**config.mk**
```make
export PLATFORM = sky130hd
export DESIGN_NAME = decimal_digit_mode_top
export DESIGN_NICKNAME = d
export VERILOG_FILES = /design/src/hdl/ddm_pkg.sv /design/src/hdl/ddm_bcd_conv.sv /design/src/hdl/ddm_hist.sv /design/src/hdl/decimal_digit_mode_top.sv
export SDC_FILE = /design/constraint.sdc
export NUM_CORES = 1
export LEC_CHECK = 0
export BUFFER_PORTS_ARGS = -buffer_cell sky130_fd_sc_hd__buf_2
export CORE_UTILIZATION = 55
export DETAILED_ROUTE_END_ITERATION = 8
export HOLD_SLACK_MARGIN = 0.15
export PLACE_DENSITY = 0.73
export SYNTH_ARGS = -nofsm -noshare
export SYNTH_HDL_FRONTEND = slang
export SYNTH_SLANG_ARGS = --single-unit
```
**constraint.sdc**
```tcl
create_clock -name clk -period 3.4 [get_ports clk]
set_clock_uncertainty 0.15 [all_clocks]
set_input_delay 0.68 -clock clk [delete_from_list [all_inputs] [get_ports clk]]
set_output_delay 0.68 -clock clk [all_outputs]
set_load 0.02 [all_outputs]
```
**src/hdl/ddm_pkg.sv**
```systemverilog
// Shared constants, types and helpers for the decimal digit mode block.
// No dependencies; imported by every module of the block.
`default_nettype none

package ddm_pkg;

	localparam int DEF_INPUT_BITS = 64;
	localparam int DIGIT_W        = 4;
	localparam int RADIX          = 10;

	// log10(2) scaled by 1e5: decimal digits needed for a given binary width
	function automatic int digits_for(input int bits);
		return (bits * 30103) / 100000 + 1;
	endfunction

	function automatic int max3(input int a, input int b, input int c);
		int m;
		m = (a > b) ? a : b;
		return (m > c) ? m : c;
	endfunction

	typedef enum logic [2:0] {
		ST_IDLE,
		ST_CONV,
		ST_SCAN,
		ST_PICK,
		ST_DONE
	} state_t;

	typedef struct packed {
		logic load;
		logic bin_step;
		logic dig_step;
	} conv_ctrl_t;

	typedef struct packed {
		logic clear;
		logic count_en;
		logic pick_en;
	} hist_ctrl_t;

endpackage

`default_nettype wire

```
**src/hdl/ddm_bcd_conv.sv**
```systemverilog
// Bit-serial binary to BCD converter (shift and add-3), then digit shift-out.
// Depends on ddm_pkg.
`default_nettype none

module ddm_bcd_conv #(
	parameter int INPUT_BITS = ddm_pkg::DEF_INPUT_BITS,
	parameter int NDIGITS    = ddm_pkg::digits_for(ddm_pkg::DEF_INPUT_BITS)
) (
	input  wire logic                         clk,
	input  wire ddm_pkg::conv_ctrl_t          ctrl,
	input  wire logic [INPUT_BITS-1:0]        number,
	output logic [ddm_pkg::DIGIT_W-1:0]       top_digit
);
	import ddm_pkg::*;

	localparam int BCD_W = NDIGITS * DIGIT_W;

	logic [INPUT_BITS-1:0] bin_q;
	logic [BCD_W-1:0]      bcd_q;
	logic [BCD_W-1:0]      bcd_adj;

	always_comb begin
		for (int i = 0; i < NDIGITS; i++) begin
			if (bcd_q[i*DIGIT_W +: DIGIT_W] >= DIGIT_W'(5)) begin
				bcd_adj[i*DIGIT_W +: DIGIT_W] = bcd_q[i*DIGIT_W +: DIGIT_W] + DIGIT_W'(3);
			end else begin
				bcd_adj[i*DIGIT_W +: DIGIT_W] = bcd_q[i*DIGIT_W +: DIGIT_W];
			end
		end
	end

	always_ff @(posedge clk) begin
		if (ctrl.load) begin
			bin_q <= number;
			bcd_q <= '0;
		end else if (ctrl.bin_step) begin
			bin_q <= {bin_q[INPUT_BITS-2:0], 1'b0};
			bcd_q <= {bcd_adj[BCD_W-2:0], bin_q[INPUT_BITS-1]};
		end else if (ctrl.dig_step) begin
			bcd_q <= {bcd_q[BCD_W-DIGIT_W-1:0], DIGIT_W'(0)};
		end
	end

	assign top_digit = bcd_q[BCD_W-1 -: DIGIT_W];

endmodule

`default_nettype wire

```
**src/hdl/ddm_hist.sv**
```systemverilog
// Digit histogram: counts significant digits, then rotates the counters
// past one comparator to pick the most frequent digit. Depends on ddm_pkg.
`default_nettype none

module ddm_hist #(
	parameter int NDIGITS = ddm_pkg::digits_for(ddm_pkg::DEF_INPUT_BITS)
) (
	input  wire logic                         clk,
	input  wire logic                         arst_n,
	input  wire ddm_pkg::hist_ctrl_t          ctrl,
	input  wire logic [ddm_pkg::DIGIT_W-1:0]  digit,
	output logic [ddm_pkg::DIGIT_W-1:0]       best_digit
);
	import ddm_pkg::*;

	localparam int CW = $clog2(NDIGITS + 1);

	logic [CW-1:0]      counts_q [RADIX];
	logic [CW-1:0]      best_count_q;
	logic [DIGIT_W-1:0] best_digit_q;
	logic [DIGIT_W-1:0] idx_q;
	logic               started_q;
	logic               hit;

	assign hit = started_q || (digit != '0);

	always_ff @(posedge clk or negedge arst_n) begin
		if (!arst_n) begin
			started_q <= 1'b0;
			idx_q     <= '0;
		end else if (ctrl.clear) begin
			started_q <= 1'b0;
			idx_q     <= '0;
		end else begin
			if (ctrl.count_en && digit != '0) started_q <= 1'b1;
			if (ctrl.pick_en) idx_q <= idx_q + DIGIT_W'(1);
		end
	end

	always_ff @(posedge clk) begin
		if (ctrl.clear) begin
			for (int i = 0; i < RADIX; i++) counts_q[i] <= '0;
		end else if (ctrl.count_en && hit) begin
			for (int i = 0; i < RADIX; i++) begin
				if (digit == DIGIT_W'(i)) counts_q[i] <= counts_q[i] + CW'(1);
			end
		end else if (ctrl.pick_en) begin
			for (int i = 0; i < RADIX - 1; i++) counts_q[i] <= counts_q[i+1];
			counts_q[RADIX-1] <= counts_q[0];
		end
	end

	always_ff @(posedge clk) begin
		if (ctrl.pick_en && (idx_q == '0 || counts_q[0] > best_count_q)) begin
			best_count_q <= counts_q[0];
			best_digit_q <= idx_q;
		end
	end

	assign best_digit = best_digit_q;

endmodule

`default_nettype wire

```
**src/hdl/decimal_digit_mode_top.sv**
```systemverilog
// Most frequent decimal digit of an unsigned number: top level with control.
// Depends on ddm_pkg, ddm_bcd_conv and ddm_hist.
//
// Each request takes a load step, then goes one bit per cycle through the
// shift-and-add-3 converter, one decimal digit per cycle (NDIGITS = 20 at 64
// bits) into the histogram and one counter per cycle through the compare,
// and then posts the result. The result sits in an output register, so the
// next request is taken while it waits.
`default_nettype none

module decimal_digit_mode_top #(
	parameter int INPUT_BITS = ddm_pkg::DEF_INPUT_BITS
) (
	input  wire logic                         clk,
	input  wire logic                         arst_n,
	input  wire logic                         number_valid,
	output logic                              number_stall,
	input  wire logic [INPUT_BITS-1:0]        number,
	output logic                              mode_valid,
	input  wire logic                         mode_stall,
	output logic [ddm_pkg::DIGIT_W-1:0]       mode_digit
);
	import ddm_pkg::*;

	localparam int NDIGITS = digits_for(INPUT_BITS);
	localparam int CNT_MAX = max3(INPUT_BITS, NDIGITS, RADIX);
	localparam int CNT_W   = $clog2(CNT_MAX);

	state_t             state_q, state_nxt;
	logic [CNT_W-1:0]   cnt_q;
	logic               cnt_last;
	logic               out_free;
	logic               out_load;
	logic               mode_valid_q;
	logic [DIGIT_W-1:0] mode_digit_q;
	logic [DIGIT_W-1:0] top_digit;
	logic [DIGIT_W-1:0] best_digit;
	conv_ctrl_t         conv_ctrl;
	hist_ctrl_t         hist_ctrl;

	assign out_free = !mode_valid_q || !mode_stall;

	always_comb begin
		unique case (state_q)
			ST_CONV: cnt_last = (cnt_q == CNT_W'(INPUT_BITS - 1));
			ST_SCAN: cnt_last = (cnt_q == CNT_W'(NDIGITS - 1));
			ST_PICK: cnt_last = (cnt_q == CNT_W'(RADIX - 1));
			default: cnt_last = 1'b0;
		endcase
	end

	always_comb begin
		state_nxt = state_q;
		unique case (state_q)
			ST_IDLE: if (number_valid) state_nxt = ST_CONV;
			ST_CONV: if (cnt_last) state_nxt = ST_SCAN;
			ST_SCAN: if (cnt_last) state_nxt = ST_PICK;
			ST_PICK: if (cnt_last) state_nxt = ST_DONE;
			ST_DONE: if (out_free) state_nxt = ST_IDLE;
			default: state_nxt = ST_IDLE;
		endcase
	end

	always_comb begin
		conv_ctrl    = '0;
		hist_ctrl    = '0;
		out_load     = 1'b0;
		number_stall = 1'b1;
		unique case (state_q)
			ST_IDLE: begin
				number_stall    = 1'b0;
				conv_ctrl.load  = number_valid;
				hist_ctrl.clear = number_valid;
			end
			ST_CONV: conv_ctrl.bin_step = 1'b1;
			ST_SCAN: begin
				conv_ctrl.dig_step = 1'b1;
				hist_ctrl.count_en = 1'b1;
			end
			ST_PICK: hist_ctrl.pick_en = 1'b1;
			ST_DONE: out_load = out_free;
			default: ;
		endcase
	end

	always_ff @(posedge clk or negedge arst_n) begin
		if (!arst_n) begin
			state_q      <= ST_IDLE;
			cnt_q        <= '0;
			mode_valid_q <= 1'b0;
		end else begin
			state_q <= state_nxt;
			if (state_q != state_nxt) cnt_q <= '0;
			else if (state_q != ST_IDLE && state_q != ST_DONE) cnt_q <= cnt_q + CNT_W'(1);
			if (out_load) mode_valid_q <= 1'b1;
			else if (!mode_stall) mode_valid_q <= 1'b0;
		end
	end

	always_ff @(posedge clk) begin
		if (out_load) mode_digit_q <= best_digit;
	end

	ddm_bcd_conv #(
		.INPUT_BITS(INPUT_BITS),
		.NDIGITS   (NDIGITS)
	) u_conv (
		.clk      (clk),
		.ctrl     (conv_ctrl),
		.number   (number),
		.top_digit(top_digit)
	);

	ddm_hist #(
		.NDIGITS(NDIGITS)
	) u_hist (
		.clk       (clk),
		.arst_n    (arst_n),
		.ctrl      (hist_ctrl),
		.digit     (top_digit),
		.best_digit(best_digit)
	);

	assign mode_valid = mode_valid_q;
	assign mode_digit = mode_digit_q;

endmodule

`default_nettype wire
```
==> Yosys cells after proc, flatten, opt, wreduce, memory -nomap -nowiden <==
Memories as Yosys holds them, arrays and structs flattened.
Index checks and enable logic that the tools add are counted.
{ "totals": {"ff_bits": 172, "ram_bits": 50, "inputBits": 68, "out_inout_bits": 6, "wordCells": 233, "mem_count": 1} }
{ "classes": {"n_addsub": 32, "magnitude_cmp": 21, "eq_ne": 19, "muxes": 111, "bitwise": 20, "reduce_logical": 19} }
{ "mem_list": {"columns": ["name", "words", "width", "read_ports", "rd_clocked_by_memory_dff", "wr", "line", "rtl"], "rows": [
  ["u_hist.counts_q", 10, 5, 10, 0, 10, "ddm_hist.sv:18", "logic [CW-1:0] counts_q [RADIX];"]
]} }
{ "ops": {"columns": ["cell", "n"], "rows": [
  ["$mux W80", 2],
  ["$mux W64", 2],
  ["$mux W5", 20],
  ["$mux W4", 21],
  ["$ge A4 B3 Y1 const B", 20],
  ["$add A4 B2 Y4 const B", 19],
  ["$mux W1", 56],
  ["$add A5 B1 Y5 const B", 10],
  ["$or A1 B1 Y1", 20],
  ["$mux W3", 6],
  ["$eq A4 B3 Y1 const B", 4],
  ["$pmux W3 S5", 1],
  ["$mux W6", 2],
  ["$reduce_bool A2 Y1", 5],
  ["$eq A4 B2 Y1 const B", 2],
  ["$eq A4 B4 Y1 const B", 2],
  ["$logic_not A4 Y1", 2],
  ["$add A6 B1 Y6 const B", 1],
  ["$eq A3 B2 Y1 const B", 2],
  ["$eq A6 B4 Y1 const B", 1],
  ["$eq A6 B5 Y1 const B", 1],
  ["$eq A6 B6 Y1 const B", 1],
  ["$gt A5 B5 Y1", 1],
  ["$add A4 B1 Y4 const B", 1],
  ["14 further kinds", 20]
]} }

==> Depth between registers and ports, before layout <==
{ "logic_depth": {"word_depth": 8, "mapped_depth": 9, "mapped_depth_nobuf": 7} }

==> Modules after synthesis <==
From an unflattened synthesis, not the netlist that was laid out.
{ "unflattened": {"cells_unflattened": 1136, "hier_area_um2": 12384.4} }
{ "modules_own_cells": {"columns": ["mod", "n_inst", "cells_per_inst", "area_per_inst_um2"], "rows": [
  ["ddm_bcd_conv", 1, 774, 8003.9],
  ["ddm_hist", 1, 286, 3577.2],
  ["decimal_digit_mode_top", 1, 76, 803.3]
]} }

==> Worst setup path before layout <==
No wires, ideal clock.
{ "synth_path": {"path_type": "register -> register", "from": "reg state_q[1]", "to": "reg u_conv.bin_q[0], enable pin", "setup_ns": 0.423, "arrival_time_ns": 2.711, "t_required_ns": 2.827, "slack_ns": 0.116, "path_stages_with_launch": 8, "path_buffers": 3, "path_cell_list": "dfrtp_1 > or2_1 > buf_2 > nor2_1 > nand2_1 > buf_2 > clkbuf_1 > nand2_1"} }
{ "synth_between": {"elab_chain_cells": 3, "elab_cells_between_ends": 5} }
{ "synth_lines": {"columns": ["item", "line", "rtl"], "rows": [
  ["from (decl)", "decimal_digit_mode_top.sv:29", "state_t state_q, state_nxt;"],
  ["from (signal assigned)", "decimal_digit_mode_top.sv:92", "state_q <= state_nxt;"],
  ["$eq A3 B1 Y1 or $logic_not A3 Y1 (tied branches)", "decimal_digit_mode_top.sv:69", "unique case (state_q)"],
  ["$mux W1", "decimal_digit_mode_top.sv:69", null],
  ["$reduce_bool A2 Y1 (no source line) *", null, null],
  ["to (signal assigned)", "ddm_bcd_conv.sv:34", "bin_q <= number;"],
  ["to (signal assigned)", "ddm_bcd_conv.sv:37", "bin_q <= {bin_q[INPUT_BITS-2:0], 1'b0};"],
  ["to (decl)", "ddm_bcd_conv.sv:18", "logic [INPUT_BITS-1:0] bin_q;"]
]} }
Every way passes the cells marked *; elsewhere a longest branch is shown, timed or not.
A chain may end at the register's enable or synchronous reset.

==> Worst setup path after layout <==
{ "layout_path": {"from": "reg state_q[1]", "to": "out number_stall"} }
{ "layout_between": {"elab_chain_cells": 2} }
{ "layout_lines": {"columns": ["item", "line", "rtl"], "rows": [
  ["$logic_not A3 Y1", "decimal_digit_mode_top.sv:69", null],
  ["$mux W1", "decimal_digit_mode_top.sv:69", null],
  ["to (decl)", "decimal_digit_mode_top.sv:17", "output logic number_stall,"]
]} }
Every way passes these cells.

==> key figures <==
Logic synthesis
  – Dominant synthesized flop cell: edfxtp_1
  – Commonest cells in the synthesized netlist: 286 x nand2_1, 127 x edfxtp_1, 120 x a21oi_1, 90 x o21ai_0, 80 x dfxtp_1
  – Synth async-reset ratio: 6.757%
  – Mapped Area: 11,700 um^2
  – Ys Warns: 0
  – Synth Instances: 1,238
  – Area contributors post-synth: edfxtp_1 33%, dfxtp_1 14%, nand2_1 9.2%, ha_1 6.4%, a21oi_1 5.1%
  – Syn nets: 1,366
  – Cell variety after synth: 46
  – Seq cells post-synth: 222
  – Top cell type's share of synthesized area: 32.60%
  – Syn_area_per_cell: 9.450 um^2
  – Dominant cell type by area after synthesis: edfxtp_1
  – Post-synthesis sequential area ratio: 49.50%
  – Number of synthesized flops with an enable pin: 127
  – Count leader, synth: nand2_1

Placed design
  – DP Wirelength: 15.75 mm
  – GPL Wtd Cong: 0.7893
  – Port bufs: 73

Die
  – Core area: 20,560 um^2
  – Site Rows: 52
  – IO Pins: 74
  – Die Ht: 147.8 um
  – Initial core utilization: 56.90%
  – Die width: 147.8 um
  – Die area: 21,860 um^2

Hold path
  – HP Class: reg2reg
  – Hold path cells: 0

Detailed routing
  – Routed WL: 24.46 mm
  – DRC errors left: 0
  – Via/cell ratio: 5.676
  – DR vias: 8,934
  – Routed wire per std cell: 15.54 um
  – Number of DRC markers in iteration 0: 594
  – DRT Pass-1 Iters: 4
  – Detail Route Antenna Nets: 0

Final layout
  – Fraction of layout cells with a size suffix above 1: 10.74%
  – Core Util, Final: 63.19%
  – Area delta synth->final: 11.05%
  – Antenna fix cells: 0
  – Layout Nets: 1,414

Timing
  – Setup violators final: 0
  – Post-route minimum period: 2.843 ns
  – Maximum operating frequency: 351.7 MHz
  – Sum of negative setup slack: 0 ns
  – Slew @ Worst Pin: 0.6163 ns
  – RSZ-0062 raised after global routing: no
  – Fin crit share: 83.63%
  – Slew Limit Fails: 0
  – Slew margin rel.: 58.91%
  – Final Hold Fails: 0

Clocking
  – TritonCTS Buffers: 25
  – Clk sinks: 222
  – Worst-path clk slew: 0.06 ns
  – Max Root-Sink Buffers: 3
  – H-tree depth: 1
  – Clock Latency Late Sink: 0.51 ns
  – # resized after CTS: 0
  – Root buf cell: clkbuf_16
  – TritonCTS clock tree: yes

Setup path
  – Reg2Reg Depth: 5
  – Crit-path max cell delay: 0.53 ns
  – Max FO, Critical Path: 14
  – CP max stage cell: dfrtp_1
  – CP Class: reg2out
  – Worst path required time: 2.57 ns
  – CP Cell Sequence: or2_1 -> nor2_1 -> inv_1 -> buf_2
  – CP endpoint kind: primary output
  – Critical Path Source Type: flop
  – Critical Path AT: 2.01 ns

Flow run
  – Maxcap violations: 0

GRT
  – GR peak layer: met2
  – GR Overflow Total: 0
  – Initial antenna violation count: 1
  – GRT Total Usage: 22.72%
  – Largest net degree at the start of global routing: 73
  – Met3 Resource Use GR: 2.932%
  – Met1 Usage GRT: 30.69%
  – Vias in the first global route: 8,691
  – Global-route wire length before repair: 41.26 mm
  – Met2 Usage GRT: 38.58%

Power and ir drop
  – Leak pwr: 0.005398 uW
  – Total Power: 10,790 uW
  – Worst vdd rail ir drop: 648.3 uV
  – Cell area power density: 830.4 nW/um^2

Run status
  – Run status: complete, no violations
[metal layers]
layer	wire (um)	vias up
met5	0	-
met4	509	0
met3	885	38
met2	11900	166
met1	11170	4236
li1	-	4494
[stage by stage]
stage                     area [um^2]  worst slack [ns]  hold WS [ns]  cells
after floorplan                 11700            0.1159        0.2344   1238
after global placement          12220            0.8584        0.2539   1528
after detailed placement        12220            0.7916        0.2580   1528
after CTS                       12990            0.5547        0.2553   1574
after global routing            12990            0.4183        0.2752   1574
final                           12990            0.5566        0.2728   1574
[worst max-delay path, delay by kind of cell, from the launching register on]
kind | cells | cell delay [ns]
and+or+nand+nor | 2 | 0.70
DFF | 1 | 0.53
buffers and inverters | 2 | 0.28
[worst paths after layout]
path                                                 from                     endpoint  slack [ns]
max                                  state_q[1]$_DFF_PN0_                 number_stall        0.56
min                        u_hist.best_digit[1]$_DFFE_PP_      mode_digit[1]$_DFFE_PP_        0.27
max reg2reg                          state_q[1]$_DFF_PN0_   u_conv.bin_q[27]$_DFFE_PP_        0.75
min reg2reg                u_hist.best_digit[1]$_DFFE_PP_      mode_digit[1]$_DFFE_PP_        0.27
max in group asynchronous                          arst_n         cnt_q[2]$_DFFE_PN0P_        2.35
min in group asynchronous                          arst_n  u_hist.idx_q[1]$_DFFE_PN0P_        0.49
[what timing repair did]
action                                 CTS  global route
endpoints found under the hold margin   15             0
buffers inserted                         0             0
hold buffers                             1             0
[where the power goes]
| part | leakage [uW] | internal (uW) | switching [uW] |
|---|---|---|---|
| Sequential | 0.00214 | 3940 | 835 |
| Clock | 0.000377 | 1440 | 1060 |
| Combinational | 0.00288 | 1670 | 1850 |
| Total | 0.00540 | 7050 | 3740 |
[flip-flops by register name (all words and copies together), names as in the netlist]
name	flops
u_conv.bin_q	64
mode_valid	1
cnt_q	6
u_hist.started_q	1
u_hist.counts_q	50
state_q	3
mode_digit	4
u_hist.best_digit	4
u_conv.bcd_q	80
u_hist.idx_q	4
u_hist.best_count_q	5
[layout make-up]
cell class                 count  area [um^2]
inverter                      52        195.2
sequential                   222         5791
fill                        1749         7569
timing repair buffer          87        510.5
clock buffer                  34        699.4
tap                          270        337.8
multi-input combinational    898         5395
clock inverter                11        62.56
[kinds of logic (layout without fill, tap and decap cells)]
group | count (synthesis) | count (layout) | synth area share [%]
mux | 20 | 20 | 1.711
xor+xnor | 58 | 58 | 4.342
flops | 222 | 222 | 49.50
buf+inv | 118 | 184 | 4.663
fa+ha+maj | 60 | 60 | 6.417
compound gates | 320 | 320 | 16.29
simple gates | 440 | 440 | 17.08
[cell usage in the layout (no fill, tap or decap), drive strengths merged, types with 3 or more instances in the layout]
cell	netlist	final
nand2	291	291
edfxtp	127	127
a21oi	120	120
o21ai	106	106
buf	38	86
dfxtp	80	80
ha	60	60
inv	52	53
nor3b	41	41
nor2	38	38
o221ai	35	35
clkbuf	28	34
xnor2	33	33
nand3	29	29
a211oi	28	28
xor2	25	25
mux2i	20	20
nand2b	20	20
dfrtp	15	15
clkinv	0	8
o211ai	7	7
a32o	7	7
a211o	6	6
nand4b	4	4
nand4	4	4
a22oi	3	3
Power figures use the tool's default switching activity.
